===== config.mk =====
export PLATFORM = sky130hd
export DESIGN_NAME = telnet_option_negotiation
export DESIGN_NICKNAME = d
export VERILOG_FILES = /design/src/rtl/tno_pkg.sv /design/src/rtl/tno_ram.sv /design/src/rtl/telnet_option_negotiation.sv
export SDC_FILE = /design/constraint.sdc
export NUM_CORES = 2
export LEC_CHECK = 0
export BUFFER_PORTS_ARGS = -buffer_cell sky130_fd_sc_hd__buf_2
export CAP_MARGIN = 30
export CORE_MARGIN = 4
export CORE_UTILIZATION = 40
export DETAILED_ROUTE_END_ITERATION = 6
export GPL_TIMING_DRIVEN = 0
export PLACE_DENSITY = 0.59
export SLEW_MARGIN = 20
export SYNTH_ARGS = -nofsm -noshare
export SYNTH_HDL_FRONTEND = slang
export SYNTH_HIERARCHICAL = 1
export SYNTH_SLANG_ARGS = --single-unit

===== constraint.sdc =====
create_clock -name i_clk -period 15.53 [get_ports i_clk]
set_input_delay 3.8825 -clock i_clk [delete_from_list [all_inputs] [get_ports i_clk]]
set_output_delay 3.8825 -clock i_clk [all_outputs]
set_load 0.01 [all_outputs]

===== src/rtl/tno_pkg.sv =====
package tno_pkg;

    localparam int OPTION_COUNT_DEF = 256;

    typedef enum logic [2:0] {
        ST_NO          = 3'd0,
        ST_YES         = 3'd1,
        ST_WANTNO      = 3'd2,
        ST_WANTYES     = 3'd3,
        ST_WANTNO_OPP  = 3'd4,
        ST_WANTYES_OPP = 3'd5,
        ST_PENDING     = 3'd6
    } t_qstate;

    localparam logic [1:0] OP_RECEIVE  = 2'd0;
    localparam logic [1:0] OP_ANSWER   = 2'd1;
    localparam logic [1:0] OP_INITIATE = 2'd2;

    localparam logic [2:0] SND_NONE = 3'd0;
    localparam logic [2:0] SND_WILL = 3'd1;
    localparam logic [2:0] SND_WONT = 3'd2;
    localparam logic [2:0] SND_DO   = 3'd3;
    localparam logic [2:0] SND_DONT = 3'd4;

    typedef struct packed {
        logic [1:0] operation;
        logic [1:0] command;
        logic [7:0] option_code;
    } t_in_item;

    typedef struct packed {
        logic       changed;
        logic [7:0] option_echo;
        logic       is_local_side;
        logic [2:0] new_state;
        logic [2:0] send_command;
        logic       protocol_error;
    } t_out_item;

endpackage


===== src/rtl/tno_ram.sv =====
module tno_ram
#(
    parameter int WIDTH = 6,
    parameter int DEPTH = 256,
    localparam int AW = (DEPTH > 1) ? $clog2(DEPTH) : 1
) (
    input  logic             i_clk,
    input  logic             i_wr_en,
    input  logic [AW-1:0]    i_wr_addr,
    input  logic [WIDTH-1:0] i_wr_data,
    input  logic             i_rd_en,
    input  logic [AW-1:0]    i_rd_addr,
    output logic [WIDTH-1:0] o_rd_data
);

    logic [WIDTH-1:0] r_mem [DEPTH];
    logic [WIDTH-1:0] r_rd_data;

    always_ff @(posedge i_clk) begin
        if (i_wr_en) begin
            r_mem[i_wr_addr] <= i_wr_data;
        end
        if (i_rd_en) begin
            r_rd_data <= r_mem[i_rd_addr];
        end
    end

    assign o_rd_data = r_rd_data;

endmodule


===== src/rtl/telnet_option_negotiation.sv =====
// channel  direction  handshake                 payload
// in       input      i_in_valid / o_in_stall   i_in  (t_in_item)
// out      output     o_out_valid / i_out_stall o_out (t_out_item)
//
// For each transaction the accept edge reads the option table, and the edge
// on which it completes modifies, writes back and registers the result.
// Synchronous active-low reset marks every table entry as NO for both sides.
// A stalled result is held in the output register; one transaction can wait
// in the read stage behind it.
module telnet_option_negotiation
    import tno_pkg::*;
#(
    parameter int OPTION_COUNT = OPTION_COUNT_DEF
) (
    input  logic      i_clk,
    input  logic      i_rst_n,
    input  logic      i_in_valid,
    output logic      o_in_stall,
    input  t_in_item  i_in,
    output logic      o_out_valid,
    input  logic      i_out_stall,
    output t_out_item o_out
);

    localparam int AW = (OPTION_COUNT > 1) ? $clog2(OPTION_COUNT) : 1;

    logic              r_s1_valid, n_s1_valid;
    t_in_item          r_in, n_in;
    logic              r_in_range, n_in_range;
    logic              r_out_valid, n_out_valid;
    t_out_item         r_out, n_out;
    logic [OPTION_COUNT-1:0] r_vld, n_vld;

    logic              in_accept;
    logic              done;
    logic [AW-1:0]     addr;
    logic [5:0]        rd_data;
    logic [5:0]        wr_data;
    logic              wr_en;
    logic              local_side;
    t_qstate           cur_loc, cur_peer, cur, ns;
    logic              keep;
    logic              err;
    logic [2:0]        snd, en_cmd, dis_cmd;

    assign in_accept = i_in_valid && !o_in_stall;
    assign o_in_stall = r_s1_valid;
    assign done = r_s1_valid && (!r_out_valid || !i_out_stall);
    assign addr = r_in.option_code[AW-1:0];

    tno_ram #(
        .WIDTH (6),
        .DEPTH (OPTION_COUNT)
    ) u_table (
        .i_clk     (i_clk),
        .i_wr_en   (wr_en),
        .i_wr_addr (addr),
        .i_wr_data (wr_data),
        .i_rd_en   (in_accept),
        .i_rd_addr (i_in.option_code[AW-1:0]),
        .o_rd_data (rd_data)
    );

    always_comb begin
        cur_loc  = ST_NO;
        cur_peer = ST_NO;
        if (r_in_range && r_vld[addr]) begin
            cur_loc  = t_qstate'(rd_data[5:3]);
            cur_peer = t_qstate'(rd_data[2:0]);
        end
        if (r_in.operation == OP_RECEIVE) begin
            local_side = r_in.command[1];
        end else begin
            local_side = !r_in.command[1];
        end
        cur     = local_side ? cur_loc : cur_peer;
        en_cmd  = r_in.command[1] ? SND_WILL : SND_DO;
        dis_cmd = r_in.command[1] ? SND_WONT : SND_DONT;
        keep    = 1'b0;
        ns      = ST_NO;
        snd     = SND_NONE;
        err     = 1'b0;

        unique case (r_in.operation)
            OP_RECEIVE: begin
                if (!r_in.command[0]) begin
                    case (cur)
                        ST_NO:          ns = ST_PENDING;
                        ST_WANTYES:     ns = ST_YES;
                        ST_WANTNO:      begin ns = ST_NO; err = 1'b1; end
                        ST_WANTYES_OPP: begin ns = ST_WANTNO; snd = dis_cmd; end
                        ST_WANTNO_OPP:  begin ns = ST_YES; err = 1'b1; end
                        default:        keep = 1'b1;
                    endcase
                end else begin
                    case (cur)
                        ST_YES:         begin ns = ST_NO; snd = dis_cmd; end
                        ST_WANTYES, ST_WANTNO, ST_WANTYES_OPP, ST_PENDING:
                            ns = ST_NO;
                        ST_WANTNO_OPP:  begin ns = ST_WANTYES; snd = en_cmd; end
                        default:        keep = 1'b1;
                    endcase
                end
            end
            OP_ANSWER: begin
                if (cur == ST_PENDING) begin
                    snd = {1'b0, r_in.command} + 3'd1;
                    ns  = r_in.command[0] ? ST_NO : ST_YES;
                end else begin
                    keep = 1'b1;
                end
            end
            OP_INITIATE: begin
                if (!r_in.command[0]) begin
                    case (cur)
                        ST_NO:          begin ns = ST_WANTYES; snd = {1'b0, r_in.command} + 3'd1; end
                        ST_WANTNO:      ns = ST_WANTNO_OPP;
                        ST_WANTYES_OPP: ns = ST_WANTYES;
                        default:        keep = 1'b1;
                    endcase
                end else begin
                    case (cur)
                        ST_YES:        begin ns = ST_WANTNO; snd = {1'b0, r_in.command} + 3'd1; end
                        ST_WANTYES:    ns = ST_WANTYES_OPP;
                        ST_WANTNO_OPP: ns = ST_WANTNO;
                        default:       keep = 1'b1;
                    endcase
                end
            end
            default: keep = 1'b1;
        endcase

        if (!r_in_range) begin
            keep = 1'b1;
        end

        wr_en   = done && !keep;
        wr_data = local_side ? {ns, cur_peer} : {cur_loc, ns};
    end

    always_comb begin
        n_s1_valid  = r_s1_valid;
        n_in        = r_in;
        n_in_range  = r_in_range;
        n_out_valid = r_out_valid;
        n_out       = r_out;
        n_vld       = r_vld;
        if (r_out_valid && !i_out_stall) begin
            n_out_valid = 1'b0;
        end
        if (done) begin
            n_s1_valid  = 1'b0;
            n_out_valid = 1'b1;
            n_out       = '0;
            if (!keep) begin
                n_out.changed        = 1'b1;
                n_out.option_echo    = r_in.option_code;
                n_out.is_local_side  = local_side;
                n_out.new_state      = ns;
                n_out.send_command   = snd;
                n_out.protocol_error = err;
                n_vld[addr]          = 1'b1;
            end
        end
        if (in_accept) begin
            n_s1_valid = 1'b1;
            n_in       = i_in;
            n_in_range = {1'b0, i_in.option_code} < 9'(OPTION_COUNT);
        end
    end

    always_ff @(posedge i_clk) begin
        if (!i_rst_n) begin
            r_s1_valid  <= 1'b0;
            r_out_valid <= 1'b0;
            r_vld       <= '0;
        end else begin
            r_s1_valid  <= n_s1_valid;
            r_out_valid <= n_out_valid;
            r_vld       <= n_vld;
        end
        r_in       <= n_in;
        r_in_range <= n_in_range;
        r_out      <= n_out;
    end

    assign o_out_valid = r_out_valid;
    assign o_out       = r_out;

    a_accept_blocks: assert property (@(posedge i_clk) disable iff (!i_rst_n)
        in_accept |=> (o_in_stall && !in_accept))
        else $error("second transaction accepted while one is in the read stage");

    a_done_gives_result: assert property (@(posedge i_clk) disable iff (!i_rst_n)
        done |=> o_out_valid)
        else $error("completed transaction left no result");

    a_no_change_zero: assert property (@(posedge i_clk) disable iff (!i_rst_n)
        (o_out_valid && !o_out.changed) |-> (o_out == '0))
        else $error("unchanged result carries nonzero fields");

    a_write_in_range: assert property (@(posedge i_clk) disable iff (!i_rst_n)
        wr_en |-> (r_s1_valid && r_in_range))
        else $error("table write outside an in-range transaction");

endmodule


==> run metrics <==
CP Data Required Time=approximately 16000 ps; hold crit path type=register to register; Crit. End Element=register; Final Critical Period=~8300 ps; global-route wire length before repair=323000 um; Setup Crit Path Kind=input port to register; WL per Instance=about 34 um; CTS Buffer Depth=3; cells after synthesis=3999; Reg clk slew, reported paths=60 ps; Hold Path Sink=r_vld[35]; Initial Util=40.2%; RePlAce Congestion=0.947; final slew viol count=0; Area Growth Syn to Fin=15.4%; Hold Path Depth=1; core box area=around 0.18 mm^2; Distinct cells, synth=69; final setup fails=0; R2R Setup Slk=between 7000 and 8000 ps; crit path DAT=8710 ps; cts repair resizes=0; Max VDD drop=0.138 mV; DRT iter0 DRCs=6569; r2r worst-path depth=17; Yosys reg bits=1829; RSZ-0062 raised after global routing=no; fin util=between 40% and 50%; initial antenna violation count=13; final wirelength=232000 um; FF-to-FF End=u_table/r_mem[209][5]; Final Hold Fails=0; hold buffer count at cts=0; drt pass-1 iters=6; GRT Overall Usage=24.5%; sequential-to-total area share from yosys stat=72.0%; power per cell area=129 mW/mm^2; ANT nets after route=0; R2R Path Start=addr[2]; CP startpoint kind=input port; Leakage Power=26.7 nW; final net count=between 4000 and 5000; Crit Path Max Fanout=10; Rows=156; period utilisation layout=53.3%; Root Buffer=clkbuf_16; Slew headroom=approximately 22%; proportion of layout cells with a drive suffix above 1=22.6%; number of global-route vias before repair=between 40000 and 50000; syn nets=4016; die height=434 um; CTS Buf Count=around 190; Die Area=between 0.15 and 0.2 mm^2; Synth Area per Inst=18.2 um^2; Max-Cap Viols=0; Die X-Extent=434 um; Least-Margin Pin Slew=1170 ps; DRC viols=0; largest net degree at the start of global routing=37; GRT overflow=0; CTS sink count=1829; Fill cells=approximately 15000; placed wire-length estimate=166000 um; Post-Syn Area=just over 0.07 mm^2; EDFF count, synth=1571; Top Ports=35; commonest non-fill, non-tap cell in the layout=edfxtp_1; post-CTS setup buffers=0; critical hold path startpoint=r_vld[35]; vias=43000; Port Buffer Count=33; synth warn=6; Setup TNS=0 ps; Worst-Skew Late Latency=850 ps; most frequent cells in the layout=1571 x edfxtp_1, 385 x mux4_2, 367 x nor2_1; Worst Clk Skew=54.2 ps; CTS tree=done; ys async rst share=0%; maximum clock rate=~120 MHz; hold slack=around 460 ps; Synth Flop Type=edfxtp_1; H-tree levels=4; via/cell ratio=6.28; status=finished clean
-- where the power goes --
| group | total, mW | internal (mW) | switching (mW) |
|---|---|---|---|
| combinational | 0.911 | 0.300 | 0.611 |
| clock | 4.44 | 2.49 | 1.95 |
| sequential | 5.45 | 5.44 | 0.0114 |
| total | 10.8 | 8.23 | 2.57 |
-- stage by stage --
stage	setup slack (ps)	std cells	total power [mW]	cell area, um^2
finish	7260	6852	10.8	83900
CTS	7520	6836	10.8	83900
floorplan	156	3999	6.10	72700
global route	7490	6842	11.1	83900
global placement	-14400	6402	6.54	75900
detailed placement	6630	6492	6.45	77800
-- cells by family after synthesis --
| logic type | count (synthesis) | synth area share [%] |
|---|---|---|
| DFF | 1829 | 72.0 |
| and+or+nand+nor | 676 | 4.10 |
| AOI/OAI and AO/OA | 614 | 6.97 |
| muxes | 557 | 14.4 |
| buffers and inverters | 317 | 2.53 |
| xor gates and xnor gates | 5 | 0.0602 |
| adders and majority gates | 1 | 0.0172 |
-- flip-flops by register name, summed over array words and instances (netlist names) --
register           flops
o_in_stall             1
r_vld                256
r_in                   4
o_out                 17
o_out_valid            1
u_table/o_rd_data      6
u_table/r_mem       1536
addr                   8
-- cells in the mapped netlist, drive strengths merged, types with 4 or more instances --
cell type	instances	area, um^2
edfxtp	1571	47200
mux4	386	8700
nor2	367	1380
dfxtp	258	5160
a32o	256	2560
buf	165	1260
mux2i	146	1460
clkbuf	139	523
nand2	108	405
a22oi	93	698
nand3	63	315
a21oi	57	285
o21ai	47	235
o221ai	30	263
o22ai	28	175
nor2b	27	169
and2	25	156
mux2	25	282
nor3	19	100
a221oi	18	158
a211oi	15	113
inv	12	45.0
nand2b	11	68.8
nor4	11	68.8
and3	10	62.6
nand4	10	62.6
a32oi	8	70.1
a41oi	7	61.3
o211ai	6	45.0
a2111oi	5	45.0
a211o	5	43.8
a31oi	5	31.3
o21bai	5	37.5
a22o	4	35.0
a41o	4	40.0
nand3b	4	30.0
nor3b	4	30.0
o21a	4	30.0
o31ai	4	30.0
or2	4	25.0
xnor2	4	35.0
-- cell type report --
class                      count  area, um^2  area share (%)
clock inverter               114        1080            1.29
buffer                       304        1820            2.17
inverter                      13        48.8          0.0581
antenna                       12        30.0          0.0358
timing repair buffer         127        2000            2.38
clock buffer                 230        4970            5.92
tap                         2370        2970            3.53
sequential                  1829       52300            62.4
multi-input combinational   1853       18700            22.2
-- worst max-delay path, stage by stage --
cell,delay [ps]
buf_2,240
buf_2,590
buf_2,670
clkbuf_1,620
buf_2,610
mux4_2,410
a22oi_1,230
a21oi_1,110
nor3_1,860
o221ai_1,470
-- how the worst max path moves through the flow --
stage / from / to / slack [ps] / cells past startpoint
finish: i_in[1] / u_table/o_rd_data[3] / 7260 / 10
floorplan: addr[0] / u_table/r_mem[0][0] / 160 / 14
global route: i_in[1] / u_table/o_rd_data[3] / 7490 / 10
global placement: addr[2] / u_table/r_mem[184][0] / -14400 / 12
CTS: i_in[1] / u_table/o_rd_data[0] / 7520 / 10
detailed placement: i_in[1] / u_table/o_rd_data[0] / 6630 / 10
-- routing by layer --
metal  GRT usage [%]  share of wire [%]  vias up
li1                -                  -    17200
met3            6.67                 11      480
met5               0              0.015        -
met4            10.2                4.6        6
met1            33.1                 39    22600
met2            37.5                 46     2695
Note: power is estimated with default switching activity, not from simulation.
